File: src/assert_macros.svh
// assertion macros shared by the s-box rtl
// no dependencies
`ifndef ASSERT_MACROS_SVH
`define ASSERT_MACROS_SVH

// same-cycle implication, disabled while reset is low
`define SBF_ASSERT_NOW(label, clk, rst_n, ante, cons) \
    label: assert property (@(posedge clk) disable iff (!rst_n) (ante) |-> (cons)) \
        else $error("sbf assertion failed");

// next-cycle implication, disabled while reset is low
`define SBF_ASSERT_NEXT(label, clk, rst_n, ante, cons) \
    label: assert property (@(posedge clk) disable iff (!rst_n) (ante) |=> (cons)) \
        else $error("sbf assertion failed");

`endif

File: src/sbf_pkg.sv
// shared types, constants and gf(2^8) functions for the forward s-box
// no dependencies
package sbf_pkg;

    localparam logic [8:0] GF_POLY    = 9'h11B;
    localparam logic [7:0] AFFINE_ADD = 8'h63;
    localparam logic [7:0] ROW_MASK [8] = '{
        8'hF1, 8'hE3, 8'hC7, 8'h8F, 8'h1F, 8'h3E, 8'h7C, 8'hF8
    };

    typedef struct packed {
        logic en;
        logic vld;
    } t_dp_ctl;

    function automatic logic [7:0] gf_mul(input logic [7:0] a, input logic [7:0] b);
        logic [7:0] acc;
        logic [7:0] t;
        acc = '0;
        t   = a;
        for (int i = 0; i < 8; i++) begin
            if (b[i]) begin
                acc = acc ^ t;
            end
            t = {t[6:0], 1'b0} ^ (t[7] ? GF_POLY[7:0] : 8'h00);
        end
        return acc;
    endfunction

    // squaring is linear: spread the bits, then reduce
    function automatic logic [7:0] gf_sq(input logic [7:0] a);
        logic [14:0] p;
        p = '0;
        for (int i = 0; i < 8; i++) begin
            p[2*i] = a[i];
        end
        for (int j = 14; j >= 8; j--) begin
            if (p[j]) begin
                p[j-:9] = p[j-:9] ^ GF_POLY;
            end
        end
        return p[7:0];
    endfunction

    function automatic logic [7:0] aes_affine(input logic [7:0] v);
        logic [7:0] res;
        for (int k = 0; k < 8; k++) begin
            res[k] = (^(v & ROW_MASK[k])) ^ AFFINE_ADD[k];
        end
        return res;
    endfunction

endpackage

File: src/sbf_pipe.sv
// four-stage datapath: inverse as a^254 by an addition chain, then the affine map
// depends on sbf_pkg and assert_macros.svh
`include "assert_macros.svh"

module sbf_pipe (
    input  logic            i_clk,
    input  logic            i_rst_n,
    input  sbf_pkg::t_dp_ctl i_ctl,
    input  logic [7:0]      i_byte,
    output logic            o_vld,
    output logic [7:0]      o_byte
);
    import sbf_pkg::*;

    logic [3:0] r_vld;
    logic [7:0] r_s1_a2, r_s1_a3;
    logic [7:0] r_s2_a2, r_s2_a12, r_s2_a15;
    logic [7:0] r_s3_a2, r_s3_a252;
    logic [7:0] r_s4_sub;

    logic [7:0] n_s1_a2, n_s1_a3;
    logic [7:0] n_s2_a12, n_s2_a15;
    logic [7:0] n_s3_a252;
    logic [7:0] n_s4_sub;

    always_comb begin
        n_s1_a2   = gf_sq(i_byte);
        n_s1_a3   = gf_mul(n_s1_a2, i_byte);
        n_s2_a12  = gf_sq(gf_sq(r_s1_a3));
        n_s2_a15  = gf_mul(n_s2_a12, r_s1_a3);
        n_s3_a252 = gf_mul(gf_sq(gf_sq(gf_sq(gf_sq(r_s2_a15)))), r_s2_a12);
        n_s4_sub  = aes_affine(gf_mul(r_s3_a252, r_s3_a2));
    end

    always_ff @(posedge i_clk) begin
        if (!i_rst_n) begin
            r_vld <= '0;
        end else if (i_ctl.en) begin
            r_vld <= {r_vld[2:0], i_ctl.vld};
        end
    end

    always_ff @(posedge i_clk) begin
        if (i_ctl.en) begin
            r_s1_a2   <= n_s1_a2;
            r_s1_a3   <= n_s1_a3;
            r_s2_a2   <= r_s1_a2;
            r_s2_a12  <= n_s2_a12;
            r_s2_a15  <= n_s2_a15;
            r_s3_a2   <= r_s2_a2;
            r_s3_a252 <= n_s3_a252;
            r_s4_sub  <= n_s4_sub;
        end
    end

    assign o_vld  = r_vld[3];
    assign o_byte = r_s4_sub;

    `SBF_ASSERT_NEXT(a_enter, i_clk, i_rst_n, i_ctl.en && i_ctl.vld, r_vld[0])
    `SBF_ASSERT_NEXT(a_hold, i_clk, i_rst_n, !i_ctl.en, $stable(r_vld) && $stable(r_s4_sub))
    `SBF_ASSERT_NEXT(a_shift, i_clk, i_rst_n, i_ctl.en && r_vld[2], r_vld[3])

endmodule

File: src/aes_sbox_forward.sv
// top level of the aes forward s-box: input skid register and handshakes
// depends on sbf_pkg, sbf_pipe and assert_macros.svh
//
// use: one byte request in on i_valid / o_stall with i_in_byte, one result
// out on o_valid / i_stall with o_sub_byte. a request is taken at a rising
// edge where i_valid is high and o_stall is low; a result likewise with
// o_valid high and i_stall low.
// each accepted byte passes through the datapath stages in order, each
// stage holding one gf(2^8) multiply of the a^254 chain, the last one
// also the affine map.
// throughput: one byte per cycle while the receiver keeps i_stall low.
// stall: when a result waits under i_stall the whole pipeline holds; a
// request taken in that cycle lands in a one-entry skid register and
// o_stall rises the next cycle until the pipeline moves again. o_stall is
// driven from a register only.
// reset: i_rst_n low at a clock edge clears all valid bits and the skid
// valid flag; no results are pending after reset.
`include "assert_macros.svh"

module aes_sbox_forward (
    input  logic       i_clk,
    input  logic       i_rst_n,
    input  logic       i_valid,
    output logic       o_stall,
    input  logic [7:0] i_in_byte,
    output logic       o_valid,
    input  logic       i_stall,
    output logic [7:0] o_sub_byte
);
    import sbf_pkg::*;

    logic       r_skid_vld;
    logic [7:0] r_skid_byte;
    logic       n_skid_vld;

    logic       w_en;
    logic       w_acc;
    logic       w_dp_vld;
    logic [7:0] w_dp_byte;
    logic [7:0] w_in_byte;
    t_dp_ctl    w_ctl;

    assign w_en      = !(w_dp_vld && i_stall);
    assign w_acc     = i_valid && !r_skid_vld;
    assign w_in_byte = r_skid_vld ? r_skid_byte : i_in_byte;

    always_comb begin
        w_ctl.en   = w_en;
        w_ctl.vld  = r_skid_vld || w_acc;
        n_skid_vld = w_en ? 1'b0 : (r_skid_vld || w_acc);
    end

    always_ff @(posedge i_clk) begin
        if (!i_rst_n) begin
            r_skid_vld <= 1'b0;
        end else begin
            r_skid_vld <= n_skid_vld;
        end
    end

    always_ff @(posedge i_clk) begin
        if (w_acc && !w_en) begin
            r_skid_byte <= i_in_byte;
        end
    end

    sbf_pipe u_pipe (
        .i_clk   (i_clk),
        .i_rst_n (i_rst_n),
        .i_ctl   (w_ctl),
        .i_byte  (w_in_byte),
        .o_vld   (w_dp_vld),
        .o_byte  (w_dp_byte)
    );

    assign o_stall    = r_skid_vld;
    assign o_valid    = w_dp_vld;
    assign o_sub_byte = w_dp_byte;

    `SBF_ASSERT_NEXT(a_skid_fill, i_clk, i_rst_n, i_valid && !o_stall && !w_en, r_skid_vld)
    `SBF_ASSERT_NEXT(a_skid_drain, i_clk, i_rst_n, r_skid_vld && w_en, !r_skid_vld)
    `SBF_ASSERT_NEXT(a_skid_keep, i_clk, i_rst_n, r_skid_vld && !w_en, $stable(r_skid_byte))

endmodule
File: config.mk
export PLATFORM = sky130hd
export DESIGN_NAME = aes_sbox_forward
export DESIGN_NICKNAME = d
export VERILOG_FILES = /design/src/sbf_pkg.sv /design/src/sbf_pipe.sv /design/src/aes_sbox_forward.sv
export VERILOG_INCLUDE_DIRS = /design/src /design/src/src
export SDC_FILE = /design/constraint.sdc
export NUM_CORES = 1
export LEC_CHECK = 0
export BUFFER_PORTS_ARGS = -buffer_cell sky130_fd_sc_hd__buf_4
export CORE_ASPECT_RATIO = 2
export CORE_UTILIZATION = 40
export CTS_CLUSTER_DIAMETER = 100
export DETAILED_ROUTE_END_ITERATION = 16
export MAX_ROUTING_LAYER = met4
export PLACE_DENSITY = 0.66
export SLEW_MARGIN = 30
export SYNTH_ARGS = -nofsm -noshare
export SYNTH_HDL_FRONTEND = slang
export SYNTH_SLANG_ARGS = --single-unit
File: constraint.sdc
create_clock -name i_clk -period 3.2 [get_ports i_clk]
set_input_delay 0.48 -clock i_clk [delete_from_list [all_inputs] [get_ports i_clk]]
set_output_delay 0.48 -clock i_clk [all_outputs]
set_load 0.005 [all_outputs]
==> out/qor.yml <==
status:
  outcome: "finished, final reports clean"
cts:
  cts_tree: "done"
  clkLatencyLatePin_ns: 0.34
  cts_max_path_buffers: 2
  clock_sinks: 77
  cts-htree-levels: 3
  clk_pin_slew_ns: 0.06
  hold_buffers: 0
  cts_buffers: 9
  root_buffer: "clkbuf_16"
finish:
  area_growth_pct: 10.6
  fin_nets: 1033
  drive_gt1_share_pct: 11.9
  diodes: 0
hold_path:
  holdPathEnd: "r_skid_byte[0]"
  min_path_type: "in2reg"
  hold_depth: 1
  min-delay-start: "i_in_byte[0]"
synth:
  synth-seq-cells: 77
  syn_inst: 1021
  yosysWarningCount: 0
  ys_types: 63
  synth_top_area_cell: "edfxtp_1"
  synth_common_cells: "210 x xnor2_1, 149 x nand2_1, 73 x xor2_1"
  synth_edf_count: 72
  synth.top_cell.area_share_pct: 25.4
  synthMostInstantiatedCell: "xnor2_1"
  synth-seq-area-share_pct: 26.6
  syn_area_mm2: 0.00851
  synth_nets: 1034
  synthArstFlopShare_pct: 0
  synthTopCellsByArea: "edfxtp_1 25%, xnor2_1 22%, xor2_1 7.5%, nand2_1 6.6%, a21oi_1 3.9%"
  avgSynthCellArea_um2: 8.34
  synthFlopType: "edfxtp_1"
sta:
  max_slew.worst_pin.slew_ns: 0.821
  min_period_ns: 3.01
  rsz0062_at_grt: "false"
  fmax_mhz: 333
  relSlewSlack_pct: 43.7
  final-setup-viol-count: 0
  period_share_pct: 93.9
  drv_slew: 0
  finalWorstSetupSlack_ns: 0.195
  hold_violations: 0
  finClkSkew_ns: 0.0117
placed_design:
  pre_cts_ws_ns: -0.116
  numPortBuffers: 21
  gp_congestion: 0.886
  post-dp-hpwl_mm: 16.2
flow_run:
  max_cap_viol_count: 0
route:
  ant_nets: 0
  viasPerCell: 5.55
  wl_mm: 21.6
  first_iter_violations: 367
  dr.pass1.iters: 5
  wl_per_cell_um: 16.7
  vias: 7182
  drc: 0
floorplan:
  die-area_mm2: 0.0219
  coreArea_mm2: 0.0209
  dieHeight_um: 208
  start_util_pct: 40.7
  row_count: 75
  die_x_um: 105
  io_pins: 22
critical_path:
  cp_top_family: "XOR/XNOR gates"
  cp_slowest_cell: "edfxtp_1"
  path_buf_inv: 0
  cp_num_cells: 8
  max_stage_delay_ns: 0.51
  worst-r2r-cell-count: 8
  ff2ff_setup_slack_ns: 0.19
  critPathCaptureType: "flop"
  cp-start-kind: "flop"
  rr_endpoint: "u_pipe.o_byte[7]"
  cp_data_required_time_ns: 3.29
  path_cells: "xor2_2 > xor2_1 > nand2_1 > xnor3_1 > xnor2_1 > xnor3_1 > xor2_2 > xor2_1"
  arrival_ns: 3.10
  critPathKind: "reg2reg"
  critPathMaxFanout: 5
  timing.rr.start: "u_pipe.r_s3_a252[5]"
grt:
  grt_pass1_wl_mm: 34.7
  grt_remaining_overflow: 0
  grt_pass1_vias: 6927
  grt_max_degree: 57
  track_usage_pct: 20.6
  antenna_found_initial: 0
registers in the layout, indices dropped and copies added, names as in the netlist, 4 cells and up:
register,flops
u_pipe.r_s1_a3,8
u_pipe.r_s2_a2,8
u_pipe.r_s3_a252,8
u_pipe.o_byte,8
u_pipe.r_s2_a15,8
u_pipe.r_s1_a2,8
r_skid_byte,8
u_pipe.r_vld,4
u_pipe.r_s2_a12,8
u_pipe.r_s3_a2,8
cells in the final DEF (no fill, tap or decap), drive strengths merged, types with 3 or more instances in the layout:
cell type / count
a2bb2oi: 3
nand2b: 5
xor3: 6
a21oi: 66
dfxtp: 5
a21boi: 4
buf: 77
o211ai: 7
nor3: 14
o311ai: 5
nor2b: 11
a31oi: 11
and3: 3
and2: 3
nand3: 34
mux2: 10
o22ai: 16
clkbuf: 12
nand2: 150
a32oi: 4
edfxtp: 72
nor2: 55
o221ai: 8
inv: 15
a211oi: 3
o21ai: 59
xnor3: 7
mux2i: 24
a221oi: 3
xnor2: 213
nor3b: 5
a22oi: 14
xor2: 76
logic make-up after synthesis:
group / count (synthesis) / synth area share (%)
AO/OA/AOI/OAI: 215 / 15.4
AND/OR/NAND/NOR: 286 / 14.4
flip-flops: 77 / 26.6
buffers and inverters: 105 / 5.07
XOR/XNOR: 301 / 33.9
adder cells (fa/ha/maj): 3 / 0.382
multiplexers: 34 / 4.23
how the worst max path moves through the flow:
stage | end | start
6_report | u_pipe.o_byte[7] | u_pipe.r_s3_a252[5]
2_1_floorplan | u_pipe.r_s1_a3[7] | o_stall
4_1_cts | u_pipe.r_s1_a3[6] | o_stall
3_5_place_dp | u_pipe.r_s1_a3[7] | o_stall
3_3_place_gp | u_pipe.r_s1_a3[7] | o_stall
5_1_grt | u_pipe.o_byte[7] | u_pipe.r_s3_a252[6]
routing by layer:
layer	share of wire [%]	global-route usage, %
met1	35	19.4
met2	55	37.5
met3	2.6	1.79
met4	8.3	16.8
met5	0	-
through the flow:
step	hold WS, ns	instances	cell area [um^2]	setup TNS, ns	util (%)
4_1_cts	0.331	1291	9380	0	44.8
6_report	0.331	1293	9410	0	45.0
2_1_floorplan	0.400	1021	8530	0	-
3_3_place_gp	0.403	1276	9080	-0.137	43.4
5_1_grt	0.332	1293	9410	0	45.0
3_5_place_dp	0.405	1276	9080	-0.249	43.4
area by class of cell:
type                            instances  area [um^2]
Sequential cell                        77         2260
Clock buffer                           12          246
Timing Repair Buffer                   77          591
Fill cell                            2052        11500
Tap cell                              269          337
Clock inverter                          3         46.3
Multi-Input combinational cell        840         5870
Inverter                               15         56.3
what timing repair did:
item                                    in CTS  in global routing
pin swaps                                    0                  1
buffers inserted                             0                  1
gates resized for setup                      1                  3
gates cloned                                 0                  1
endpoints found under the setup margin       3                  5
Power is left out: the tool's default activity adds up to more than one toggle a clock period on the data nets, which glitch-free logic cannot reach.
